**config.mk**
```make
export PLATFORM = sky130hd
export DESIGN_NAME = mvps_queue
export DESIGN_NICKNAME = d
export VERILOG_FILES = /design/src/rtl/mvps_pkg.sv /design/src/rtl/mvps_queue.sv
export SDC_FILE = /design/constraint.sdc
export NUM_CORES = 1
export LEC_CHECK = 0
export ABC_CLOCK_PERIOD_IN_PS = 5900
export BUFFER_PORTS_ARGS = -buffer_cell sky130_fd_sc_hd__buf_2
export CORE_AREA = 2 2 227 206
export CTS_CLUSTER_DIAMETER = 200
export CTS_CLUSTER_SIZE = 28
export DETAILED_ROUTE_END_ITERATION = 16
export DIE_AREA = 0 0 229 208
export PLACE_DENSITY = 0.76
export SLEW_MARGIN = 15
export SYNTH_ARGS = -nofsm -noshare
export SYNTH_HDL_FRONTEND = slang
export SYNTH_SLANG_ARGS = --single-unit
```
**constraint.sdc**
```tcl
create_clock -name clk -period 5.9 [get_ports clk]
set_input_delay 0.885 -clock clk [delete_from_list [all_inputs] [get_ports clk]]
set_output_delay 0.885 -clock clk [all_outputs]
set_load 0.03 [all_outputs]
```
**src/rtl/mvps_pkg.sv**
```systemverilog
package mvps_pkg;

	localparam logic [31:0] CodePicture = 32'h0000_0100;
	localparam logic [31:0] CodeGop     = 32'h0000_01b8;
	localparam logic [31:0] CodeSeq     = 32'h0000_01b3;
	localparam logic [7:0]  FlagP       = 8'h22;
	localparam logic [7:0]  FlagB       = 8'h33;
	localparam logic [7:0]  FlagSeq     = 8'h40;
	localparam logic [7:0]  FlagClosed  = 8'h80;
	localparam logic [7:0]  FlagClamp   = 8'h04;
	localparam logic [2:0]  TypeMask    = 3'h7;
	localparam logic [7:0]  ClampValue  = 8'd127;
	localparam logic [39:0] BytesMax    = 40'hff_ffff_ffff;

	localparam logic [1:0] RegPicturesPerUnit = 2'd0;
	localparam logic [1:0] RegClipMode        = 2'd1;
	localparam logic [1:0] RegIndexEnabled    = 2'd2;

	localparam int QueueDepthDefault = 4;

	typedef enum logic [2:0] {
		PH_SCAN = 3'd0,
		PH_PIC1 = 3'd1,
		PH_PIC2 = 3'd2,
		PH_GOP1 = 3'd3,
		PH_GOP2 = 3'd4,
		PH_GOP3 = 3'd5,
		PH_GOP4 = 3'd6
	} phase_t;

	typedef struct packed {
		logic        result_kind;
		logic [31:0] picture_number;
		logic [7:0]  anchor_offset;
		logic [7:0]  index_flags;
		logic [32:0] reorder_position;
		logic [10:0] reorder_offset;
		logic [39:0] unit_bytes;
		logic        edit_point;
		logic        stream_ended;
		logic        last_result;
	} result_t;

	// classified event passed from front to back
	typedef struct packed {
		logic        pic_valid;
		logic [31:0] pic_number;
		logic [31:0] anchor;
		logic [7:0]  flags;
		logic [9:0]  gop_pos;
		logic [9:0]  temporal_ref;
		logic        end_valid;
		logic [31:0] end_number;
		logic [39:0] end_bytes;
		logic        end_edit;
		logic        end_stream;
	} event_t;

endpackage

```
**src/rtl/mvps_queue.sv**
```systemverilog
module mvps_queue #(
	parameter int Depth = mvps_pkg::QueueDepthDefault
) (
	input  logic             clk,
	input  logic             arst_n,
	input  logic             push,
	input  mvps_pkg::event_t push_data,
	output logic             full,
	input  logic             pop,
	output logic             empty,
	output mvps_pkg::event_t pop_data
);

	localparam int AddrW = (Depth > 1) ? $clog2(Depth) : 1;

	mvps_pkg::event_t mem_q [Depth];
	logic [AddrW-1:0] wr_q;
	logic [AddrW-1:0] rd_q;
	logic [AddrW:0]   count_q;

	assign full     = count_q == (AddrW+1)'(Depth);
	assign empty    = count_q == '0;
	assign pop_data = mem_q[rd_q];

	// storage
	always_ff @(posedge clk) begin
		if (push && !full)
			mem_q[wr_q] <= push_data;
	end

	// pointers and fill count
	always_ff @(posedge clk or negedge arst_n) begin
		if (!arst_n) begin
			wr_q <= '0; rd_q <= '0; count_q <= '0;
		end else begin
			if (push && !full)
				wr_q <= (wr_q == AddrW'(Depth - 1)) ? '0 : wr_q + 1'b1;
			if (pop && !empty)
				rd_q <= (rd_q == AddrW'(Depth - 1)) ? '0 : rd_q + 1'b1;
			count_q <= count_q + (AddrW+1)'(push && !full) - (AddrW+1)'(pop && !empty);
		end
	end

	a_no_overflow: assert property (@(posedge clk) disable iff (!arst_n)
		full |-> !(push && !pop)) else $error("queue overflow");
	a_count_range: assert property (@(posedge clk) disable iff (!arst_n)
		count_q <= (AddrW+1)'(Depth)) else $error("queue count out of range");
	a_empty_pop: assert property (@(posedge clk) disable iff (!arst_n)
		empty |=> count_q <= (AddrW+1)'(1)) else $error("queue count jump");

endmodule

```
Yosys cells after proc, flatten, opt, wreduce, memory -nomap -nowiden
Memory sizes are Yosys's and may differ from the RTL's.
Index checks and enable logic that the tools add are counted.
{"block": "totals", "in_bits": 172, "reg_bits": 7, "n_memories": 1, "ram_bits": 672, "wordCells": 20}
{"name": "mem_q", "depth": 4, "word_bits": 168, "read_ports": 1, "rd_ports_with_merged_regs": 0, "write_ports": 1, "line": "mvps_queue.sv:16", "source": "mvps_pkg::event_t mem_q [Depth];"}
{"block": "op_classes", "eq_ne": 3, "n_addsub": 4, "n_mux": 4, "reduce_logical": 5}
{"cell": "adder 2 x 1 -> 2 bit, second input constant", "n": 2}
{"cell": "equality test 2 bit, second input constant", "n": 2}
{"cell": "2-to-1 mux 2 bit", "n": 2}
{"cell": "adder 3 x 1 -> 3 bit", "n": 1}
{"cell": "equality test 3 bit, second input constant", "n": 1}
{"cell": "zero test 3 bit", "n": 1}
{"cell": "subtractor 3 x 1 -> 3 bit", "n": 1}
{"cell": "logical AND 1 bit", "n": 2}
{"cell": "zero test 1 bit", "n": 2}
{"cell": "2-to-1 mux 1 bit", "n": 2}

Logic depth before layout (Yosys ltp)
Gate-level depths: netlist of run 1.
{"block": "logic_depth", "ltp_word": 5, "depth_mapped": 9, "ltp_nobuf": 9}

Least setup slack after synthesis of run 1
Ideal clock, no wire load.
{"block": "synth_timing", "path_kind": "input -> register", "startpoint": "input push", "endpoint": "memory mem_q[1][0] (netlist bit) (enable)", "setup_slack_ps": 292, "arrival_ps": 5060, "stages": 2, "t_required_ps": 5352, "cell_sequence": "nor2b_1 -> and2_1"}
{"block": "synth_between", "elab_chain_cells": 3}
{"item": "start: declaration", "line": "mvps_queue.sv:6", "source": "input logic push,"}
{"item": "logical AND 1 bit", "line": "mvps_queue.sv:27", "source": "if (push && !full)"}
{"item": "2-to-1 mux 1 bit", "line": "mvps_queue.sv:27"}
{"item": "2-to-1 mux 1 bit (not written as such)", "line": "mvps_queue.sv:28", "source": "mem_q[wr_q] <= push_data;"}
{"item": "end: declaration", "line": "mvps_queue.sv:16"}
Every way passes these cells.

==> results.txt, run 1 <==
----------------------------------------------------
[Critical path]
  Required time at the endpoint of the critical path ... between 5 and 6 ns
  Kind of launch point of the worst setup path ... flip-flop
  Largest fanout on the critical path ... 67
  Nature of the critical path endpoint ... output port
  WP data arrival ... roughly 3 ns
  Start of the worst register-to-register path ... count_q[2]
  Launching instance or port of the critical path ... rd_q[0]
  Crit path kind ... flip-flop to output port

[Pwr]
  Combinational Power Share ... 0.376
  Proportion of total power due to net switching ... 0.356
  Leakage component of the power ... 9.25 nW
  Clock power frac ... 0.158
  Net switching power of the design ... 5.06 mW
  Sequential fraction of design power ... 0.467
  Total internal power ... about 9 mW
  Power per unit of standard cell area ... between 500 and 600 nW/um2
  Largest voltage drop on the vdd net ... ~0.34 mV

[Floorplanning]
  Chip width ... roughly 230 um
  Floorplan die area ... roughly 48000 um2
  Starting density of the core ... 0.546
  Boundary Pins ... ~340
  Standard-cell row count ... 74
  Die height ... between 200 and 250 um
  Core Footprint ... roughly 45000 um2

[Clock network]
  Number of buffers on the longest clock path ... 3
  Insertion delay of the later-clocked pin in the worst-skew pair ... about 0.60 ns
  Level count of the clock H-tree ... 1
  Cells resized by post-CTS repair ... 0
  CTS tree ... yes
  Post CTS Setup Buffer Count ... 0
  Hold buffer count at cts ... 0
  Clock buffers created by TritonCTS ... 28
  Clock Tree Root ... sky130_fd_sc_hd__clkbuf_16
  Clock transition time at the flip-flop clock pins of the worst setup and hold paths ... roughly 0.11 ns
  Number of clock sinks ... 679

[Finish]
  Sequential cell area ... between 20000 and 25000 um2
  Layout overhead on the synthesized area ... 13.0%
  Final nets ... 1442
  Share of layout cells above drive strength 1 ... 0.440
  Final design utilization ... 0.617
  Number of fillers in the final layout ... approximately 3000
  Footprint of the multi-input gates ... about 4000 um2

[Global route]
  Number of antenna violations at the first check in global routing ... 13
  Number of global-route vias before repair ... approximately 11000
  First-pass GRT wire length ... 67.8 mm
  Pin count of the biggest net entering global routing ... 152
  GRT Util Overall ... 0.187
  Grt ovf ... 0

[Logic synthesis]
  Synth Warn # ... 0
  Net count after synthesis ... 1097
  Syn avg cell area ... between 20 and 30 um2
  Sequential-to-total area share from yosys stat ... 0.826
  Gate count of the mapped netlist ... 917
  Synth Cell Area ... around 25000 um2
  Distinct cells, synth ... 20
  Yosys reg bits ... just under 700

[Outcome]
  Outcome ... finished, final reports clean

[STA]
  Final setup violation count ... 0
  Top achievable clock speed ... between 200 and 300 MHz
  Post-route setup TNS ... 0 ns
  Final Cycle Share ... 0.658
  Number of hold-slack violations in the final timing report ... 0
  Max-Slew Margin vs Limit ... 0.109
  Pins over their slew limit ... 0
  Setup repair after global routing missed its margin ... no
  Clock period minus final worst setup slack ... ~3.9 ns
  Worst clock skew ... 0.0252 ns
  Slew at the pin with the worst max-slew slack ... 1.34 ns

[Placement]
  HPWL Detailed ... around 27 mm
  Final weighted congestion in routability-driven placement ... just over 0.7
  Count of input and output buffers ... around 340

[Route]
  Remaining antenna violation count ... 0
  Drc violations ... 0
  Post-detailed-route via-to-cell ratio ... roughly 5.7
  First-pass detailed-route iteration total ... 4
  Routed via count ... roughly 11000
  Drt first-iter violations ... 774
  Overall routed net length ... about 44 mm
  Final routed wire length divided by cell count ... 23.5 um

[Hold path]
  HP Class ... input pin to async pin

[Flow run]
  # Max-Cap Violations ... 0

----------------------------------------------------
-- cells in the mapped netlist, drive strengths merged --
library cell / number / area [um2]
edfxtp: 672 / 20200
mux4: 168 / 3780
buf: 33 / 243
dfrtp: 7 / 175
ha: 7 / 87.6
inv: 7 / 26.3
clkbuf: 5 / 18.8
and2: 4 / 25.0
mux2: 3 / 33.8
nor2: 2 / 7.51
xnor2: 2 / 17.5
fa: 1 / 20.0
nand2: 1 / 3.75
nand2b: 1 / 6.26
nor2b: 1 / 6.26
nor3: 1 / 5.00
nor3b: 1 / 7.51
o22ai: 1 / 6.26
-- metrics by stage --
| stage | power [mW] | cells | worst slack [ns] | hold slack [ns] | instance area [um2] |
|---|---|---|---|---|---|
| 3_3_place_gp | 12.1 | 1840 | 2.58 | 0.518 | 27100 |
| 6_report | 14.2 | 1887 | 2.02 | 0.0967 | 27900 |
| 5_1_grt | 14.8 | 1882 | 1.75 | 0.0753 | 27900 |
| 4_1_cts | 14.4 | 1881 | 1.88 | 0.0709 | 27900 |
| 3_5_place_dp | 12.2 | 1840 | 2.57 | 0.533 | 27100 |
| 2_1_floorplan | 10.8 | 917 | 0.292 | 0.503 | 24700 |
-- cell type report --
cell class	instances	area share
sequential	679	0.731
multi-input combinational	193	0.144
timing repair buffer	353	0.0676
clock buffer	40	0.0275
tap	608	0.0273
clock inverter	1	0.00108
inverter	7	0.000943
antenna	6	0.000539
-- path summary, 6_finish.rpt --
check | to | slack (ns) | cells after the start
setup / recovery | pop_data[98] | 2.02 | 3
hold / removal | count_q[1] | 0.1 | 1
setup reg to reg | mem_q[0][97] | 3.09 | 4
hold reg to reg | count_q[0] | 0.55 | 1
max in group asynchronous | rd_q[0] | 5.62 | 1
min in group clk | mem_q[1][9] | 0.49 | 1
-- critical path, cell delays in order, from the launching register on --
cell and delay, ns:
sky130_fd_sc_hd__dfrtp_4 0.97, sky130_fd_sc_hd__buf_12 0.45, sky130_fd_sc_hd__mux4_2 0.60, sky130_fd_sc_hd__buf_2 0.20
-- sequential cells by signal, indices dropped and copies added (netlist names) --
name and flops:
mem_q 672, rd_q 2, count_q 3, wr_q 2
-- per-layer routing --
metal  share of wire  vias up  track usage
met5          0.0028        -            0
li1                -     4631            -
met1            0.42     5669        0.268
met4           0.015       18       0.0291
met3           0.081       67       0.0562
met2            0.48      307        0.296
-- logic make-up after synthesis --
logic type / after synthesis / share of synthesized area
AO/OA/AOI/OAI: 1 / 0.000254
XOR/XNOR: 2 / 0.000711
adder cells (fa/ha/maj): 8 / 0.00436
buffers and inverters: 45 / 0.0117
flip-flops: 679 / 0.826
multiplexers: 171 / 0.155
AND/OR/NAND/NOR: 11 / 0.00249
-- layout by cell type, fill, tap and decap left out --
cell type,synthesis,final
sky130_fd_sc_hd__inv_1,7,7
sky130_fd_sc_hd__nand2_1,1,1
sky130_fd_sc_hd__diode_2,0,6
sky130_fd_sc_hd__dfrtp_1,7,5
sky130_fd_sc_hd__clkbuf_1,5,11
sky130_fd_sc_hd__clkinv_16,0,1
sky130_fd_sc_hd__o22ai_1,1,1
sky130_fd_sc_hd__mux4_2,168,168
sky130_fd_sc_hd__nor2_1,2,2
sky130_fd_sc_hd__edfxtp_1,672,672
sky130_fd_sc_hd__fa_1,1,1
sky130_fd_sc_hd__dfrtp_4,0,2
sky130_fd_sc_hd__clkbuf_16,0,29
sky130_fd_sc_hd__nor3b_1,1,1
sky130_fd_sc_hd__and2_4,0,4
sky130_fd_sc_hd__ha_1,7,7
sky130_fd_sc_hd__buf_2,20,341
sky130_fd_sc_hd__buf_12,0,7
sky130_fd_sc_hd__mux2_2,3,3
sky130_fd_sc_hd__nor3_1,1,1
sky130_fd_sc_hd__nor2b_1,1,1
sky130_fd_sc_hd__nand2b_1,1,1
sky130_fd_sc_hd__buf_4,1,5
sky130_fd_sc_hd__xnor2_1,2,2
-- power groups by stage --
stage	sequential, mW	combinational, mW	clock (mW)
floorplan	6.73	4.03	0
global placement	6.69	5.40	0
detailed placement	6.76	5.42	0
CTS	6.65	5.43	2.31
global route	6.73	5.63	2.45
finish	6.63	5.34	2.24
Note: power is estimated with default switching activity, not from simulation.
==> inputs of run 2 (changes only) <==
ABC_AREA = 1   (was unset)
ABC_CLOCK_PERIOD_IN_PS = 3600   (was 5900)
CORE_AREA = 2 2 239 217   (was 2 2 227 206)
DIE_AREA = 0 0 241 219   (was 0 0 229 208)
clock period = 3.6 ns   (was 5.9 ns; I/O delays follow)
==> run 2 against run 1 <==
Effect of this change:
- core utilization fell by 1.4 points
- critical path type unchanged
- first-iteration DRC count is 53% higher
- largest cell class unchanged
- combinational power rose by 100%
- global-route usage up 1.1 points
- die area rose by 11%
==> results.txt, run 2 <==
----------------------------------------------------
[Logic synthesis]
  Most frequently used flop master after synthesis ... sky130_fd_sc_hd__edfxtp_1
  Gate count of the mapped netlist ... 2018
  Synth Warn # ... 0
  Number of enable-type register cells in the synthesized netlist ... 672
  Yosys reg bits ... 679
  Synth Cell Area ... roughly 27000 um2
  Sequential-to-total area share from yosys stat ... 0.743
  Proportion of synthesized flip-flops having asynchronous set or reset ... 0.0103
  Library cell occupying the most area in the post-synthesis netlist ... sky130_fd_sc_hd__edfxtp_1
  Share of Yosys cell area claimed by the top area cell type ... 0.737
  Top cells by instance count after synthesis ... sky130_fd_sc_hd__edfxtp_1 (672), sky130_fd_sc_hd__nand2_1 (521), sky130_fd_sc_hd__inv_1 (349), sky130_fd_sc_hd__o211ai_1 (326), sky130_fd_sc_hd__buf_6 (71)
  Distinct cells, synth ... 16
  Net count after synthesis ... 2198
  Top cells by area, synth ... sky130_fd_sc_hd__edfxtp_1 (74%), sky130_fd_sc_hd__o211ai_1 (8.9%), sky130_fd_sc_hd__nand2_1 (7.1%)
  Syn avg cell area ... between 10 and 15 um2
  Most numerous cell in the Yosys netlist ... sky130_fd_sc_hd__edfxtp_1

[STA]
  Slew at the pin with the worst max-slew slack ... 0.930 ns
  Post-route setup TNS ... 0 ns
  Setup repair after global routing missed its margin ... no
  Top achievable clock speed ... between 300 and 400 MHz
  Max-Slew Margin vs Limit ... 0.380
  Worst hold margin ... about 0.13 ns
  Pins over their slew limit ... 0
  Final setup violation count ... 0
  Number of hold-slack violations in the final timing report ... 0
  Worst Setup Slack, final ... between 0.3 and 0.4 ns
  Worst clock skew ... about 0.030 ns
  Clock period minus final worst setup slack ... approximately 3.2 ns
  Final Cycle Share ... 0.902

[Clock network]
  CTS tree ... yes
  Level count of the clock H-tree ... 1
  Clock buffers created by TritonCTS ... 28
  Insertion delay of the later-clocked pin in the worst-skew pair ... just over 0.6 ns
  Post CTS Setup Buffer Count ... 0
  Clock transition time at the flip-flop clock pins of the worst setup and hold paths ... 0.10 ns
  Clock Tree Root ... sky130_fd_sc_hd__clkbuf_16
  Number of buffers on the longest clock path ... 3
  Number of clock sinks ... approximately 680

[Route]
  Remaining antenna violation count ... 0
  Routed via count ... around 16000
  Drc violations ... 0
  Drt first-iter violations ... around 1200
  Final routed wire length divided by cell count ... approximately 18 um
  First-pass detailed-route iteration total ... 5
  Overall routed net length ... 53.2 mm
  Post-detailed-route via-to-cell ratio ... 5.20

[Critical path]
  Crit path kind ... flip-flop to output port
  Nature of the critical path endpoint ... output port
  Count of cells along the worst register-to-register path ... 5
  CP Depth ... 4
  Worst path buffer plus inverter count ... 2
  Required time at the endpoint of the critical path ... between 3 and 4 ns
  Family of cells with the greatest summed delay on the critical path ... flip-flops
  Slowest-stage cell, CP ... sky130_fd_sc_hd__dfrtp_4
  Worst reg-to-reg setup slack ... around 1.5 ns
  Largest fanout on the critical path ... 56
  Ordered cell list for the critical path ... buf_4, o211ai_1, nand2_1, buf_2
  Worst path max stage delay ... 0.91 ns
  Kind of launch point of the worst setup path ... flip-flop
  WP data arrival ... between 2 and 3 ns

[Global route]
  Number of global-route vias before repair ... between 15000 and 20000
  Number of antenna violations at the first check in global routing ... 18
  Pin count of the biggest net entering global routing ... around 170
  First-pass GRT wire length ... between 80 and 90 mm
  GRT Util Overall ... 0.198
  Grt ovf ... 0

[Finish]
  Flip-flop count of the largest register after layout ... between 600 and 700
  Number of fillers in the final layout ... ~3800
  Number of non-filler instances in the completed layout ... 3016
  Final nets ... between 2000 and 2500
  Final design utilization ... 0.603
  Top Registers ... mem_q x672, count_q x3
  Share of layout cells above drive strength 1 ... 0.182
  Finished Cell Area ... 30200 um2
  Most frequent standard cell in the layout excluding fill and tap cells ... sky130_fd_sc_hd__edfxtp_1
  Layout overhead on the synthesized area ... 10.4%
  Register with the most flip-flops ... mem_q
  Most frequent cells in the layout ... sky130_fd_sc_hd__edfxtp_1 (672), sky130_fd_sc_hd__nand2_1 (519), sky130_fd_sc_hd__inv_1 (349)

[Hold path]
  HP Class ... input pin to flip-flop
  Hold Path Cell Cnt ... 1

[Flow run]
  # Max-Cap Violations ... 0

[Pwr]
  Total internal power ... between 10 and 15 mW
  Power Total ... around 25 mW
  Net switching power of the design ... about 11 mW
  Leakage component of the power ... about 12 nW
  Largest voltage drop on the vdd net ... between 0.6 and 0.7 mV
  Power per unit of standard cell area ... 835 nW/um2
  Clock power frac ... 0.147
  Sequential fraction of design power ... 0.427
  Combinational Power Share ... 0.426
  Proportion of total power due to net switching ... 0.418

[Placement]
  Post-place instance area ... between 20000 and 30000 um2
  Placed Cells ... 2959
  Count of input and output buffers ... around 340
  HPWL Detailed ... around 32 mm
  Final weighted congestion in routability-driven placement ... 0.782
  DP Worst Slack ... ~0.93 ns

[Floorplanning]
  Chip width ... 241 um
  Floorplan die area ... between 50000 and 60000 um2
  Die height ... 219 um
  Core Footprint ... around 50000 um2
  Starting density of the core ... 0.546
  Standard-cell row count ... about 80
  Boundary Pins ... 342

[Outcome]
  Outcome ... finished, final reports clean

----------------------------------------------------
==> run 2: cell types whose count changed after synthesis, moves of 3 or more <==
cell | before | now
sky130_fd_sc_hd__mux4_2 | 168 | 0
sky130_fd_sc_hd__nor2_1 | 2 | 7
sky130_fd_sc_hd__buf_6 | 12 | 71
sky130_fd_sc_hd__inv_1 | 7 | 349
sky130_fd_sc_hd__nand3_1 | 0 | 4
sky130_fd_sc_hd__o211ai_1 | 0 | 326
sky130_fd_sc_hd__nand2_1 | 1 | 521
sky130_fd_sc_hd__and2_1 | 4 | 0
sky130_fd_sc_hd__mux2_2 | 3 | 0
sky130_fd_sc_hd__o211ai_2 | 0 | 10
sky130_fd_sc_hd__buf_4 | 1 | 14
==> run 2: cells by family after synthesis <==
group,count (synthesis),synth area share
buf+inv,462,0.0858
flops,679,0.743
compound gates,336,0.0939
fa+ha+maj,8,0.00393
simple gates,533,0.0734
==> run 2: area by class of cell <==
cell class	count	area (um2)	share of cell area
inverter	350	1320	0.0436
sequential	679	20400	0.673
tap	680	851	0.0281
timing repair buffer	374	2140	0.0709
clock inverter	1	30.0	0.000993
multi-input combinational	877	4730	0.156
antenna	15	37.5	0.00124
clock buffer	40	767	0.0254
==> run 2: worst register-to-register path: stages, from the launching register on <==
cell and delay (ns):
sky130_fd_sc_hd__dfrtp_1 0.43, sky130_fd_sc_hd__inv_1 0.10, sky130_fd_sc_hd__ha_1 0.14, sky130_fd_sc_hd__inv_1 0.06
sky130_fd_sc_hd__nor2_4 0.50, sky130_fd_sc_hd__buf_4 0.51
==> run 2: worst paths after layout <==
check	startpoint	endpoint
max reg2reg	wr_q[0]	mem_q[2][120]
min reg2reg	count_q[0]	count_q[0]
min	push_data[25]	mem_q[1][25]
max	rd_q[0]	pop_data[53]
max in group asynchronous	arst_n	rd_q[0]
min in group asynchronous	arst_n	wr_q[1]
==> run 2: power by group through the flow <==
stage / Combinational (mW) / Clock (mW) / Sequential [mW]
finish: 10.8 / 3.70 / 10.8
global route: 11.7 / 4.05 / 10.9
detailed placement: 10.8 / 0 / 11.0
CTS: 10.9 / 3.79 / 10.8
floorplan: 8.28 / 0 / 10.9
global placement: 10.7 / 0 / 10.9
==> run 2: per-layer routing <==
metal  GRT usage  share of wire
met5           0         0.0025
met3      0.0519          0.073
met2       0.339           0.49
met4      0.0444          0.022
met1       0.254           0.42
==> run 2: what timing repair did <==
| action | in CTS | in global routing |
|---|---|---|
| hold buffers | 1 | 0 |
| resized for setup | 0 | 0 |
| endpoints found under the hold margin | 7 | 0 |
==> inputs of run 3 (changes only) <==
--- a/config.mk
+++ b/config.mk
@@ -10,4 +10,5 @@
 export BUFFER_PORTS_ARGS = -buffer_cell sky130_fd_sc_hd__buf_2
 export CORE_AREA = 2 2 239 217
+export CTS_BUF_LIST = sky130_fd_sc_hd__clkbuf_2 sky130_fd_sc_hd__clkbuf_4 sky130_fd_sc_hd__clkbuf_8
 export CTS_CLUSTER_DIAMETER = 200
 export CTS_CLUSTER_SIZE = 28
==> constraint.sdc (replaced) <==
create_clock -name clk -period 3.6 [get_ports clk]
set_input_delay 0.54 -clock clk [delete_from_list [all_inputs] [get_ports clk]]
set_output_delay 0.54 -clock clk [all_outputs]
set_load 0.01 [all_outputs]
==> run 3 against run 2 <==
Effect of this change:
- first-iteration DRC count is 11% lower
- core utilization hardly changed
- critical path depth is 1 higher
- die area stayed put
- combinational power is 20% lower
- register-to-register slack hardly changed
- sequential power hardly changed
- via count is 0.59% higher
- flip-flop and latch count stayed put
- clock-buffer cell count stayed put
- critical path type unchanged
- critical endpoint is now pop_data[98]
- largest cell class unchanged
- largest power group unchanged
==> results.txt, run 3 (same netlist as run 2, synthesis figures left out) <==
----------------------------------------------------
[Route]
  First-pass detailed-route iteration total ... 5
  Routed via count ... ~16000
  Remaining antenna violation count ... 0
  Overall routed net length ... between 50 and 60 mm
  Final routed wire length divided by cell count ... roughly 18 um
  Drc violations ... 0
  Drt first-iter violations ... between 1000 and 1500
  Post-detailed-route via-to-cell ratio ... 5.19

[Flow run]
  # Max-Cap Violations ... 0

[Pwr]
  Power per unit of standard cell area ... ~740 nW/um2
  Sequential fraction of design power ... 0.481
  Power Total ... between 20 and 25 mW
  Combinational Power Share ... 0.385
  Largest voltage drop on the vdd net ... 0.748 mV
  Clock power frac ... 0.134
  Total internal power ... 14.1 mW
  Leakage component of the power ... roughly 12 nW
  Net switching power of the design ... between 8 and 9 mW
  Proportion of total power due to net switching ... 0.370

[Global route]
  Number of global-route vias before repair ... approximately 16000
  Grt ovf ... 0
  First-pass GRT wire length ... between 80 and 90 mm
  GRT Util Overall ... 0.201
  Pin count of the biggest net entering global routing ... about 170
  Number of antenna violations at the first check in global routing ... 21

[Critical path]
  Worst path max stage delay ... between 0.7 and 0.8 ns
  Endpoint of the worst setup timing path ... pop_data[98]
  Required time at the endpoint of the critical path ... just over 3 ns
  Start of the worst register-to-register path ... count_q[1]
  Most frequent cell on the critical path ... sky130_fd_sc_hd__nand2_1
  WP data arrival ... roughly 2.6 ns
  Ordered cell list for the critical path ... buf_12, nand2_1, o211ai_1, nand2_1, buf_2
  Crit path kind ... flip-flop to output port
  Worst path buffer plus inverter count ... 2
  Critical register-to-register path endpoint ... count_q[2]
  Launching instance or port of the critical path ... rd_q[0]
  Kind of launch point of the worst setup path ... flip-flop
  CP Depth ... 5
  Largest fanout on the critical path ... 133
  Nature of the critical path endpoint ... output port
  Worst reg-to-reg setup slack ... about 1.5 ns
  Count of cells along the worst register-to-register path ... 10
  Slowest-stage cell, CP ... sky130_fd_sc_hd__dfrtp_4
  Family of cells with the greatest summed delay on the critical path ... flip-flops

[Finish]
  Top Registers ... mem_q x672, count_q x3
  Register with the most flip-flops ... mem_q
  Number of non-filler instances in the completed layout ... 3040
  Layout overhead on the synthesized area ... 10.4%
  Finished Cell Area ... between 30000 and 40000 um2
  Share of layout cells above drive strength 1 ... 0.184
  Final nets ... ~2500
  Most frequent standard cell in the layout excluding fill and tap cells ... sky130_fd_sc_hd__edfxtp_1
  Footprint of the multi-input gates ... 4730 um2
  Flip-flop count of the largest register after layout ... 672
  Most frequent cells in the layout ... sky130_fd_sc_hd__edfxtp_1 (672), sky130_fd_sc_hd__nand2_1 (519), sky130_fd_sc_hd__inv_1 (349)
  Sequential cell area ... 20400 um2
  Number of fillers in the final layout ... 3807

[STA]
  Setup repair after global routing missed its margin ... no
  Pins over their slew limit ... 0
  Slew at the pin with the worst max-slew slack ... between 0.9 and 1 ns
  Worst clock skew ... 0.0341 ns
  Number of hold-slack violations in the final timing report ... 0
  Post-route setup TNS ... 0 ns
  Final setup violation count ... 0
  Max-Slew Margin vs Limit ... 0.368
  Clock period minus final worst setup slack ... 3.09 ns
  Final Cycle Share ... 0.859
  Worst hold margin ... about 0.055 ns
  Top achievable clock speed ... ~320 MHz

[Clock network]
  Clock Tree Root ... sky130_fd_sc_hd__clkbuf_8
  Clock buffers created by TritonCTS ... 28
  Number of clock sinks ... 679
  CTS tree ... yes
  Post CTS Setup Buffer Count ... 0
  Clock transition time at the flip-flop clock pins of the worst setup and hold paths ... roughly 0.17 ns
  Level count of the clock H-tree ... 1
  Number of buffers on the longest clock path ... 3
  Insertion delay of the later-clocked pin in the worst-skew pair ... about 0.68 ns

[Floorplanning]
  Chip width ... roughly 240 um
  Core Footprint ... 50200 um2
  Die height ... 219 um
  Standard-cell row count ... about 80
  Boundary Pins ... ~340
  Floorplan die area ... about 53000 um2
  Starting density of the core ... 0.546

[Placement]
  Post-place instance area ... 29400 um2
  Final weighted congestion in routability-driven placement ... between 0.8 and 0.9
  Placed Cells ... ~3000
  Count of input and output buffers ... 341
  HPWL Detailed ... 32.1 mm

[Outcome]
  Outcome ... finished, final reports clean

[Hold path]
  HP Class ... input pin to flip-flop

----------------------------------------------------
run 3: per-layer routing:
| metal | up-vias | routed length [um] | global-route usage |
|---|---|---|---|
| met1 | 7620 | 21300 | 0.252 |
| met5 | - | 138 | 0 |
| met4 | 22 | 1010 | 0.0428 |
| met3 | 85 | 4740 | 0.0616 |
| li1 | 7631 | - | - |
| met2 | 432 | 26600 | 0.345 |
run 3: cell type report:
class,instances,share of cell area
Sequential cell,679,0.673
Clock buffer,40,0.0159
Inverter,350,0.0436
Multi-Input combinational cell,877,0.156
Antenna cell,12,0.000993
Tap cell,680,0.0281
Timing Repair Buffer,401,0.0808
Clock inverter,1,0.000993
run 3: power groups by stage:
| stage | sequential, mW | combinational [mW] | clock [mW] |
|---|---|---|---|
| after floorplan | 10.9 | 6.08 | 0 |
| after global placement | 10.9 | 8.55 | 0 |
| after detailed placement | 11.0 | 8.73 | 0 |
| after CTS | 10.8 | 8.78 | 3.10 |
| after global routing | 10.9 | 9.58 | 3.34 |
| final | 10.8 | 8.63 | 3.00 |
run 3: what timing repair did:
item,CTS,global route
endpoints found under the hold margin,91,6
gates resized for setup,0,0
hold buffers,28,2
run 3: worst min path at each step:
stage | start | endpoint | slack, ns | depth (start not counted)
after floorplan | arst_n | count_q[0] | 0.24 | 0
after global placement | arst_n | rd_q[1] | 0.38 | 1
after detailed placement | arst_n | rd_q[1] | 0.38 | 1
after CTS | push_data[27] | mem_q[1][27] | 0.0002 | 1
after global routing | push_data[70] | mem_q[1][70] | 0.0006 | 1
final | push_data[143] | mem_q[0][143] | 0.05 | 1
run 3: per-stage QoR:
stage | utilization | worst slack (ns)
floorplan | - | 0.0250
global placement | 0.586 | 1.25
detailed placement | 0.586 | 1.25
CTS | 0.602 | 0.450
global route | 0.603 | 0.318
finish | 0.603 | 0.508
run 3: worst reg2reg max path: cells and delay by family (launching register included):
kind	cells	cell delay [ns]
and+or+nand+nor	5	0.67
adders and majority gates	3	0.86
DFF	1	0.43
buffers and inverters	2	0.10
